--- config.mk ---
export PLATFORM = sky130hd
export DESIGN_NAME = point_rotate_scale_pivot
export DESIGN_NICKNAME = d
export VERILOG_FILES = /design/src/psp_pkg.sv /design/src/point_rotate_scale_pivot.sv /design/src/psp_trig.sv /design/src/psp_datapath.sv
export SDC_FILE = /design/constraint.sdc
export NUM_CORES = 2
export LEC_CHECK = 0
export BUFFER_PORTS_ARGS = -buffer_cell sky130_fd_sc_hd__buf_2
export CORE_UTILIZATION = 65
export DETAILED_ROUTE_END_ITERATION = 12
export MAX_ROUTING_LAYER = met4
export PLACE_DENSITY = 0.87
export SYNTH_ARGS = -nofsm -noshare
export SYNTH_HDL_FRONTEND = slang
export SYNTH_SLANG_ARGS = --single-unit
--- constraint.sdc ---
create_clock -name clock -period 23.8 [get_ports clock]
set_clock_uncertainty 0.1 [all_clocks]
set_input_delay 4.76 -clock clock [delete_from_list [all_inputs] [get_ports clock]]
set_output_delay 4.76 -clock clock [all_outputs]
set_load 0.01 [all_outputs]
--- src/psp_pkg.sv ---
// Shared types, register indexes and the quarter-wave sine table for the point transform.
`default_nettype none

package psp_pkg;

   // Fixed widths of the configuration and result fields
   localparam int ModeBits  = 2;
   localparam int AngleBits = 9;
   localparam int ScaleBits = 16;
   localparam int OutBits   = 16;
   localparam int CsrIndexBits = 3;
   localparam int CsrDataBits  = 16;

   // Operating modes; the unused code behaves as translate only
   typedef enum logic [ModeBits-1:0] {
      MODE_SHIFT  = 2'd0,
      MODE_ROTATE = 2'd1,
      MODE_SCALE  = 2'd2
   } mode_type;

   // Configuration register indexes
   localparam logic [CsrIndexBits-1:0] REG_MODE    = 3'd0;
   localparam logic [CsrIndexBits-1:0] REG_PIVOT_X = 3'd1;
   localparam logic [CsrIndexBits-1:0] REG_PIVOT_Y = 3'd2;
   localparam logic [CsrIndexBits-1:0] REG_SHIFT_X = 3'd3;
   localparam logic [CsrIndexBits-1:0] REG_SHIFT_Y = 3'd4;
   localparam logic [CsrIndexBits-1:0] REG_ANGLE   = 3'd5;
   localparam logic [CsrIndexBits-1:0] REG_SCALE   = 3'd6;

   // Angle folding
   localparam int FullTurn   = 360;
   localparam int QuarterTurn = 90;

   // round(sin(d degrees) * 65536) for d = 0..90
   localparam int SinEntries = 91;
   localparam logic [16:0] SIN16 [0:SinEntries-1] = '{
      17'd0,     17'd1144,  17'd2287,  17'd3430,  17'd4572,  17'd5712,  17'd6850,
      17'd7987,  17'd9121,  17'd10252, 17'd11380, 17'd12505, 17'd13626, 17'd14742,
      17'd15855, 17'd16962, 17'd18064, 17'd19161, 17'd20252, 17'd21336, 17'd22415,
      17'd23486, 17'd24550, 17'd25607, 17'd26656, 17'd27697, 17'd28729, 17'd29753,
      17'd30767, 17'd31772, 17'd32768, 17'd33754, 17'd34729, 17'd35693, 17'd36647,
      17'd37590, 17'd38521, 17'd39440, 17'd40348, 17'd41243, 17'd42126, 17'd42995,
      17'd43852, 17'd44695, 17'd45525, 17'd46341, 17'd47143, 17'd47930, 17'd48703,
      17'd49461, 17'd50204, 17'd50931, 17'd51643, 17'd52340, 17'd53020, 17'd53684,
      17'd54332, 17'd54963, 17'd55578, 17'd56176, 17'd56756, 17'd57319, 17'd57865,
      17'd58393, 17'd58904, 17'd59396, 17'd59870, 17'd60326, 17'd60764, 17'd61183,
      17'd61584, 17'd61966, 17'd62329, 17'd62673, 17'd62997, 17'd63303, 17'd63590,
      17'd63857, 17'd64104, 17'd64332, 17'd64541, 17'd64729, 17'd64898, 17'd65048,
      17'd65177, 17'd65287, 17'd65377, 17'd65446, 17'd65496, 17'd65526, 17'd65536
   };

endpackage

`default_nettype wire

--- src/point_rotate_scale_pivot.sv ---
// Throughput: one point per cycle while the receiver does not stall; the transform
// is a single pass between the input register and the result register, with the
// four rotation products in parallel.
// Reset: synchronous, clears both valid flags and loads the configuration reset
// values; there is no memory and no clearing pass.
`default_nettype none

module point_rotate_scale_pivot
   import psp_pkg::*;
#(
   parameter int COORD_BITS     = 12,
   parameter int TRIG_FRAC_BITS = 14
) (
   input  wire logic                         clock,
   input  wire logic                         reset,
   // Configuration write port
   input  wire logic                         csr_wr_en,
   input  wire logic [CsrIndexBits-1:0]      csr_index,
   input  wire logic [CsrDataBits-1:0]       csr_wdata,
   // Input channel
   input  wire logic                         req_valid,
   output logic                              req_stall,
   input  wire logic signed [COORD_BITS-1:0] req_point_x,
   input  wire logic signed [COORD_BITS-1:0] req_point_y,
   // Result channel
   output logic                              rsp_valid,
   input  wire logic                         rsp_stall,
   output logic signed [OutBits-1:0]         rsp_out_x,
   output logic signed [OutBits-1:0]         rsp_out_y,
   output logic                              rsp_clipped
);

   localparam int CB = COORD_BITS;

   logic [ModeBits-1:0]  mode_ff;
   logic signed [CB-1:0] pivot_x_ff;
   logic signed [CB-1:0] pivot_y_ff;
   logic signed [CB-1:0] shift_x_ff;
   logic signed [CB-1:0] shift_y_ff;
   logic [AngleBits-1:0] angle_ff;
   logic [ScaleBits-1:0] scale_ff;

   logic                 in_valid_ff;
   logic signed [CB-1:0] in_x_ff;
   logic signed [CB-1:0] in_y_ff;

   logic                      out_valid_ff;
   logic signed [OutBits-1:0] out_x_ff;
   logic signed [OutBits-1:0] out_y_ff;
   logic                      out_clip_ff;

   logic signed [OutBits-1:0] out_x_in;
   logic signed [OutBits-1:0] out_y_in;
   logic                      out_clip_in;

   logic out_free;
   logic in_free;
   logic req_take;

   // Configuration registers
   always_ff @(posedge clock) begin
      if (reset) begin
         mode_ff    <= MODE_SHIFT;
         pivot_x_ff <= CB'(200);
         pivot_y_ff <= CB'(100);
         shift_x_ff <= CB'(50);
         shift_y_ff <= CB'(0);
         angle_ff   <= AngleBits'(0);
         scale_ff   <= ScaleBits'(256);
      end else if (csr_wr_en) begin
         unique case (csr_index)
            REG_MODE:    mode_ff    <= csr_wdata[ModeBits-1:0];
            REG_PIVOT_X: pivot_x_ff <= csr_wdata[CB-1:0];
            REG_PIVOT_Y: pivot_y_ff <= csr_wdata[CB-1:0];
            REG_SHIFT_X: shift_x_ff <= csr_wdata[CB-1:0];
            REG_SHIFT_Y: shift_y_ff <= csr_wdata[CB-1:0];
            REG_ANGLE:   angle_ff   <= csr_wdata[AngleBits-1:0];
            REG_SCALE:   scale_ff   <= csr_wdata[ScaleBits-1:0];
            default: begin
            end
         endcase
      end
   end

   // Handshake: each register moves on when the stage after it can take it
   assign out_free  = !out_valid_ff || !rsp_stall;
   assign in_free   = !in_valid_ff || out_free;
   assign req_stall = !in_free;
   assign req_take  = req_valid && in_free;

   // Input register
   always_ff @(posedge clock) begin
      if (reset) begin
         in_valid_ff <= 1'b0;
      end else if (in_free) begin
         in_valid_ff <= req_valid;
      end
   end

   always_ff @(posedge clock) begin
      if (req_take) begin
         in_x_ff <= req_point_x;
         in_y_ff <= req_point_y;
      end
   end

   psp_datapath #(
      .COORD_BITS     (COORD_BITS),
      .TRIG_FRAC_BITS (TRIG_FRAC_BITS)
   ) u_datapath (
      .point_x   (in_x_ff),
      .point_y   (in_y_ff),
      .mode      (mode_ff),
      .pivot_x   (pivot_x_ff),
      .pivot_y   (pivot_y_ff),
      .shift_x   (shift_x_ff),
      .shift_y   (shift_y_ff),
      .angle_deg (angle_ff),
      .scale_q8  (scale_ff),
      .out_x     (out_x_in),
      .out_y     (out_y_in),
      .clipped   (out_clip_in)
   );

   // Result register
   always_ff @(posedge clock) begin
      if (reset) begin
         out_valid_ff <= 1'b0;
      end else if (out_free) begin
         out_valid_ff <= in_valid_ff;
      end
   end

   always_ff @(posedge clock) begin
      if (out_free && in_valid_ff) begin
         out_x_ff    <= out_x_in;
         out_y_ff    <= out_y_in;
         out_clip_ff <= out_clip_in;
      end
   end

   assign rsp_valid   = out_valid_ff;
   assign rsp_out_x   = out_x_ff;
   assign rsp_out_y   = out_y_ff;
   assign rsp_clipped = out_clip_ff;

endmodule

`default_nettype wire

--- src/psp_trig.sv ---
// Sine and cosine of a whole-degree angle from the quarter-wave table.
`default_nettype none

module psp_trig
   import psp_pkg::*;
#(
   parameter int TRIG_FRAC_BITS = 14
) (
   input  wire logic [AngleBits-1:0]      angle_deg,
   output logic signed [TRIG_FRAC_BITS+1:0] sin_val,
   output logic signed [TRIG_FRAC_BITS+1:0] cos_val
);

   localparam int TW    = TRIG_FRAC_BITS + 2;
   localparam int Shift = 16 - TRIG_FRAC_BITS;
   localparam logic [17:0] Half = 18'((1 << Shift) >> 1);

   logic [AngleBits-1:0] ang;
   logic [6:0]           s_idx;
   logic [6:0]           c_idx;
   logic                 s_neg;
   logic                 c_neg;
   logic [17:0]          s_round;
   logic [17:0]          c_round;
   logic signed [TW-1:0] s_mag;
   logic signed [TW-1:0] c_mag;

   // Fold the angle into one turn, then into the first quadrant
   always_comb begin
      if (angle_deg >= AngleBits'(FullTurn)) begin
         ang = angle_deg - AngleBits'(FullTurn);
      end else begin
         ang = angle_deg;
      end
      if (ang <= AngleBits'(QuarterTurn)) begin
         s_idx = 7'(ang);
         c_idx = 7'(AngleBits'(QuarterTurn) - ang);
         s_neg = 1'b0;
         c_neg = 1'b0;
      end else if (ang <= AngleBits'(2 * QuarterTurn)) begin
         s_idx = 7'(AngleBits'(2 * QuarterTurn) - ang);
         c_idx = 7'(ang - AngleBits'(QuarterTurn));
         s_neg = 1'b0;
         c_neg = 1'b1;
      end else if (ang <= AngleBits'(3 * QuarterTurn)) begin
         s_idx = 7'(ang - AngleBits'(2 * QuarterTurn));
         c_idx = 7'(AngleBits'(3 * QuarterTurn) - ang);
         s_neg = 1'b1;
         c_neg = 1'b1;
      end else begin
         s_idx = 7'(AngleBits'(FullTurn) - ang);
         c_idx = 7'(ang - AngleBits'(3 * QuarterTurn));
         s_neg = 1'b1;
         c_neg = 1'b0;
      end
   end

   // Round the 17-bit table entries to the working fraction width, half up
   always_comb begin
      s_round = (18'(SIN16[s_idx]) + Half) >> Shift;
      c_round = (18'(SIN16[c_idx]) + Half) >> Shift;
      s_mag   = signed'(TW'(s_round[TRIG_FRAC_BITS:0]));
      c_mag   = signed'(TW'(c_round[TRIG_FRAC_BITS:0]));
      sin_val = s_neg ? -s_mag : s_mag;
      cos_val = c_neg ? -c_mag : c_mag;
   end

endmodule

`default_nettype wire

--- src/psp_datapath.sv ---
// Combinational transform of one shifted point: translate, rotate or scale, then saturate.
`default_nettype none

module psp_datapath
   import psp_pkg::*;
#(
   parameter int COORD_BITS     = 12,
   parameter int TRIG_FRAC_BITS = 14
) (
   input  wire logic signed [COORD_BITS-1:0] point_x,
   input  wire logic signed [COORD_BITS-1:0] point_y,
   input  wire logic [ModeBits-1:0]          mode,
   input  wire logic signed [COORD_BITS-1:0] pivot_x,
   input  wire logic signed [COORD_BITS-1:0] pivot_y,
   input  wire logic signed [COORD_BITS-1:0] shift_x,
   input  wire logic signed [COORD_BITS-1:0] shift_y,
   input  wire logic [AngleBits-1:0]         angle_deg,
   input  wire logic [ScaleBits-1:0]         scale_q8,
   output logic signed [OutBits-1:0]         out_x,
   output logic signed [OutBits-1:0]         out_y,
   output logic                              clipped
);

   localparam int CB = COORD_BITS;
   localparam int F  = TRIG_FRAC_BITS;
   localparam int TW = F + 2;
   localparam int DW = CB + 2;            // pivot-relative coordinate
   localparam int PW = DW + TW;           // rotation product
   localparam int SW = PW + 2;            // rotation sum
   localparam int QW = SW - F;            // rotation quotient
   localparam int KW = ScaleBits + 1;     // scale factor as a signed value
   localparam int MW = DW + KW;           // scale product
   localparam int RW = (CB + 12 > OutBits + 1) ? CB + 12 : OutBits + 1;
   localparam logic signed [RW-1:0] MaxOut = RW'(32767);
   localparam logic signed [RW-1:0] MinOut = RW'(-32768);

   logic signed [CB:0]   sx;
   logic signed [CB:0]   sy;
   logic signed [DW-1:0] dx;
   logic signed [DW-1:0] dy;
   logic signed [TW-1:0] sin_val;
   logic signed [TW-1:0] cos_val;

   logic signed [PW-1:0] p_xc;
   logic signed [PW-1:0] p_ys;
   logic signed [PW-1:0] p_xs;
   logic signed [PW-1:0] p_yc;
   logic signed [SW-1:0] rot_x_sum;
   logic signed [SW-1:0] rot_y_sum;
   logic signed [SW-1:0] rot_x_adj;
   logic signed [SW-1:0] rot_y_adj;
   logic signed [QW-1:0] rot_x;
   logic signed [QW-1:0] rot_y;

   logic signed [KW-1:0] k_val;
   logic signed [MW-1:0] m_x;
   logic signed [MW-1:0] m_y;
   logic signed [MW-1:0] m_x_adj;
   logic signed [MW-1:0] m_y_adj;

   logic signed [RW-1:0] res_x;
   logic signed [RW-1:0] res_y;
   logic                 clip_x;
   logic                 clip_y;

   psp_trig #(
      .TRIG_FRAC_BITS (TRIG_FRAC_BITS)
   ) u_trig (
      .angle_deg (angle_deg),
      .sin_val   (sin_val),
      .cos_val   (cos_val)
   );

   // Shift the point and take it relative to the pivot
   always_comb begin
      sx = (CB+1)'(point_x) + (CB+1)'(shift_x);
      sy = (CB+1)'(point_y) + (CB+1)'(shift_y);
      dx = DW'(sx) - DW'(pivot_x);
      dy = DW'(sy) - DW'(pivot_y);
   end

   // Rotation: four products, pivot added back, divided by 2^F toward zero
   always_comb begin
      p_xc = PW'(dx) * PW'(cos_val);
      p_ys = PW'(dy) * PW'(sin_val);
      p_xs = PW'(dx) * PW'(sin_val);
      p_yc = PW'(dy) * PW'(cos_val);
      rot_x_sum = SW'(p_xc) - SW'(p_ys) + (SW'(pivot_x) <<< F);
      rot_y_sum = SW'(p_xs) + SW'(p_yc) + (SW'(pivot_y) <<< F);
      rot_x_adj = rot_x_sum + signed'(SW'({F{rot_x_sum[SW-1]}}));
      rot_y_adj = rot_y_sum + signed'(SW'({F{rot_y_sum[SW-1]}}));
      rot_x = rot_x_adj[SW-1:F];
      rot_y = rot_y_adj[SW-1:F];
   end

   // Scaling: Q8.8 product divided by 256 toward zero
   always_comb begin
      k_val   = signed'({1'b0, scale_q8});
      m_x     = MW'(dx) * MW'(k_val);
      m_y     = MW'(dy) * MW'(k_val);
      m_x_adj = m_x + signed'(MW'({8{m_x[MW-1]}}));
      m_y_adj = m_y + signed'(MW'({8{m_y[MW-1]}}));
   end

   // Mode selection
   always_comb begin
      case (mode)
         MODE_ROTATE: begin
            res_x = RW'(rot_x);
            res_y = RW'(rot_y);
         end
         MODE_SCALE: begin
            res_x = RW'(signed'(m_x_adj[MW-1:8])) + RW'(pivot_x);
            res_y = RW'(signed'(m_y_adj[MW-1:8])) + RW'(pivot_y);
         end
         default: begin
            res_x = RW'(sx);
            res_y = RW'(sy);
         end
      endcase
   end

   // Saturate each coordinate to the 16-bit result range
   always_comb begin
      clip_x = 1'b0;
      clip_y = 1'b0;
      if (res_x > MaxOut) begin
         out_x  = OutBits'(MaxOut);
         clip_x = 1'b1;
      end else if (res_x < MinOut) begin
         out_x  = OutBits'(MinOut);
         clip_x = 1'b1;
      end else begin
         out_x  = res_x[OutBits-1:0];
      end
      if (res_y > MaxOut) begin
         out_y  = OutBits'(MaxOut);
         clip_y = 1'b1;
      end else if (res_y < MinOut) begin
         out_y  = OutBits'(MinOut);
         clip_y = 1'b1;
      end else begin
         out_y  = res_y[OutBits-1:0];
      end
      clipped = clip_x | clip_y;
   end

endmodule

`default_nettype wire

==> load_flow_metrics.sql <==
INSERT INTO impl_metrics (metric_group, metric, value, unit) VALUES
('yosys', 'synth_largest_area_cell', 'fa_1', ''),
('yosys', 'synth-main-ff-cell', 'dfxtp_1', ''),
('timing', 'hold_violations', '0', ''),
('floorplanning', 'floorplan.die.width', '326.6', 'um'),
('worst_setup_path', 'critPathKind', 'reg -> reg', ''),
('clock_tree', 'cts-root-to-sink-buffers', '2', ''),
('timing', 'worst-slew-pin-transition', '1.400', 'ns'),
('floorplanning', 'floorplan.die_area', '106700', 'um2'),
('yosys', 'netlist_top_cells_area', 'fa_1, ha_1, inv_1', ''),
('timing', 'setup_tns', '0', 'ns'),
('yosys', 'yosysWarnings', '0', ''),
('clock_tree', 'tritoncts_num_sinks', '134', ''),
('drt', 'dr_wl_met3', '35690', 'um'),
('placement', 'hpwlAfterDp', '172800', 'um'),
('worst_setup_path', 'crit_fanout', '38', ''),
('worst_setup_path', 'setup.worst_path.end_class', 'flip-flop', ''),
('floorplanning', 'dieHeight', '326.6', 'um'),
('yosys', 'synth_fp_nets', '10090', ''),
('yosys', 'synth_sequential_area_ratio', '4.750', '%'),
('timing', 'final_max_slew_violation_count', '0', ''),
('yosys', 'post_synth_num_cell_types', '112', ''),
('cells_and_area', 'instances_no_fill', '9316', ''),
('clock_tree', 'postCtsHoldBufs', '0', ''),
('status', 'outcome', 'finished, final reports clean', ''),
('timing', 'setup_violations', '0', ''),
('yosys', 'synth.ff_latch_count', '134', ''),
('worst_setup_path', 'arrival', '21.94', 'ns'),
('global_route', 'grt-ovfl-total', '0', ''),
('drt', 'detail_route.vias_per_cell', '6.327', ''),
('clock_tree', 'tritoncts', 'done', ''),
('global_route', 'grtUsageTotal', '44.34', '%'),
('yosys', 'count_of_flip_flops_with_a_built_in_enable_after_synthesis', '57', ''),
('cells_and_area', 'fillerInstances', '7901', ''),
('cells_and_area', 'area.growth.synth_to_final', '4.403', '%'),
('clock_tree', 'clk_pin_slew', '0.07', 'ns'),
('drt', 'met2_length', '95240', 'um'),
('placement', 'port-buffer-count', '82', ''),
('drt', 'wl_met1', '78430', 'um'),
('drt', 'initialDrtViolationCount', '7163', ''),
('global_route', 'grt_pass1_vias', '62300', ''),
('drt', 'drt-pass1-iter-count', '7', ''),
('worst_setup_path', 'critical_path.startpoint_type', 'flip-flop', ''),
('flow_run', 'maxCapViolCount', '0', ''),
('cells_and_area', 'finish.net_count', '9975', ''),
('yosys', 'postSynthCellCount', '8027', ''),
('clock_tree', 'cts_resized', '0', ''),
('placement', 'gp_routability_congestion', '1.033', ''),
('clock_tree', 'insertion_delay', '0.47', 'ns'),
('worst_setup_path', 'critical-path-top-cell-by-count', 'fa_1', ''),
('global_route', 'pin_count_of_the_biggest_net_entering_global_routing', '78', ''),
('worst_setup_path', 'timing.critical_path.slowest_cell_delay', '1.16', 'ns'),
('placement', 'place.detailed.instances', '9272', ''),
('cells_and_area', 'seq_area', '3253', 'um2'),
('hold_path', 'worstHoldPathType', 'reg -> reg', ''),
('clock_tree', 'cts_root_buffer', 'clkbuf_16', ''),
('drt', 'route.top_layer_used', 'met4', ''),
('timing', 'timing.final.crit_period', '21.72', 'ns'),
('timing', 'max_freq', '46.04', 'MHz'),
('floorplanning', 'initial_utilization', '65.89', '%'),
('clock_tree', 'numCtsBuffers', '17', ''),
('clock_tree', 'htree_num_levels', '4', ''),
('drt', 'routed_wire_length_per_instance', '24.15', 'um'),
('worst_setup_path', 'worst_path_max_delay_cell', 'nor4_1', ''),
('clock_tree', 'post-cts-setup-buffers', '0', ''),
('floorplanning', 'num_io_pins', '83', ''),
('floorplanning', 'core_region_area', '103900', 'um2'),
('drt', 'drcViolationCount', '0', ''),
('cells_and_area', 'final_core_utilization', '68.79', '%'),
('global_route', 'grt_antenna_before_repair', '7', ''),
('cells_and_area', 'multi_input_area', '58230', 'um2'),
('yosys', 'synth_async_sr_flop_share', '0', '%'),
('timing', 'rsz0062_at_grt', 'false', ''),
('drt', 'drt-total-wl', '224900', 'um'),
('timing', 'worst_slew_margin_rel', '5.773', '%'),
('timing', 'layout_worst_path_cycle_share', '91.26', '%'),
('global_route', 'grt_pass1_wl', '348800', 'um'),
('drt', 'antenna_violating_nets_post_route', '0', ''),
('cells_and_area', 'drive_gt1_share', '5.755', '%'),
('floorplanning', 'fp-row-count', '118', ''),
('yosys', 'synth_area', '68480', 'um2'),
('yosys', 'synth_top_cell_area_share', '40.69', '%'),
('worst_setup_path', 'critPathRequiredTime', '24.02', 'ns'),
('yosys', 'synthesis.area_per_instance', '8.531', 'um2'),
('drt', 'detailroute.via_count', '58940', '');
-- stage by stage --
| step | area [um2] | hold WS [ns] | setup slack, ns |
|---|---|---|---|
| floorplan | 68480 | 0.3406 | 6.638 |
| global placement | 70890 | 0.3454 | 3.714 |
| detailed placement | 70890 | 0.3485 | 3.266 |
| CTS | 71460 | 0.3574 | 3.169 |
| global route | 71470 | 0.3757 | 1.188 |
| finish | 71500 | 0.3552 | 2.081 |
-- flip-flops by register name, summed over array words and instances, names as in the netlist --
signal       flops
in_y_ff         12
mode_ff          2
in_x_ff         12
scale_ff        16
rsp_valid        1
rsp_out_x       16
angle_ff         9
pivot_y_ff      12
pivot_x_ff      12
shift_x_ff      12
rsp_out_y       16
shift_y_ff      12
rsp_clipped      1
in_valid_ff      1
-- cells by family after synthesis --
logic type / synth area share (%)
simple gates: 15.95
compound gates: 10.21
flops: 4.750
buf+inv: 11.13
fa+ha+maj: 52.09
mux: 0.9154
xor+xnor: 4.959
-- worst paths after layout --
check	cells after the start	slack, ns	startpoint	end
worst max-delay path	61	2.08	angle_ff[3]$_SDFFE_PP0P_	rsp_out_y[13]$_SDFFCE_PN1P_
worst min register to register	2	0.36	scale_ff[7]$_SDFFE_PP0P_	scale_ff[7]$_SDFFE_PP0P_
worst max register to register	61	2.08	angle_ff[3]$_SDFFE_PP0P_	rsp_out_y[13]$_SDFFCE_PN1P_
worst min-delay path	2	0.36	scale_ff[7]$_SDFFE_PP0P_	scale_ff[7]$_SDFFE_PP0P_
-- metal layers --
| metal | vias to the layer above | GRT usage [%] |
|---|---|---|
| met4 | 0 | 23.45 |
| met5 | - | - |
| met2 | 4290 | 63.40 |
| met3 | 1108 | 16.55 |
| li1 | 24770 | - |
| met1 | 28770 | 54.56 |
-- worst max-delay path, delay by kind of cell, from the launching register on --
kind	cells	cell delay (ns)
AOI/OAI and AO/OA	23	7.95
xor gates and xnor gates	3	1.42
adders and majority gates	12	5.39
buffers and inverters	9	1.36
DFF	1	0.52
muxes	3	0.90
and+or+nand+nor	11	3.87
-- cells in the final DEF (no fill, tap or decap), types with 77 or more instances in the layout --
cell and n:
xnor2_1 235, nor2_1 722, a21oi_1 306, buf_4 157, nor3_1 81, ha_1 622
buf_2 82, nand2b_1 84, xor2_1 91, and2_1 203, inv_1 1619, nand2_1 925
dfxtp_1 77, nand3_1 87, o21ai_0 151, fa_1 1392
-- synth_stat cells (11+ instances only) --
cell / n
o311ai_0: 14
a21o_1: 70
a221o_1: 14
a221oi_1: 20
a21boi_0: 17
mux2i_1: 30
dfxtp_1: 77
o2111ai_1: 14
xnor2_1: 269
o22ai_1: 17
ha_1: 624
nor2_1: 723
or3_1: 24
nand2_1: 925
nand4_1: 44
a311oi_1: 14
o211ai_1: 48
buf_1: 18
inv_1: 1619
a22oi_1: 16
fa_1: 1392
o31ai_1: 20
and2_1: 203
nand3b_1: 16
a211oi_1: 28
nand3_1: 87
o221ai_1: 11
clkbuf_1: 301
nor3_1: 82
buf_2: 42
a31oi_1: 40
or2_2: 42
edfxtp_1: 57
nor2b_1: 70
o21bai_1: 46
nor4_1: 24
a21oi_1: 307
o21a_1: 36
and3_1: 28
o21ai_0: 152
nand2b_1: 84
xor2_1: 115
a211o_1: 17
a2111oi_0: 13
-- area by class of cell --
type	count	area share (%)
Sequential cell	134	4.550
Tap cell	1380	2.415
Antenna cell	12	0.04200
Clock buffer	20	0.6545
Inverter	1625	8.531
Timing Repair Buffer	239	2.223
Multi-Input combinational cell	5894	81.44
Clock inverter	12	0.1453
Power is not shown: default switching activity piles up to over one toggle a cycle in this logic, so the estimate is an artifact.
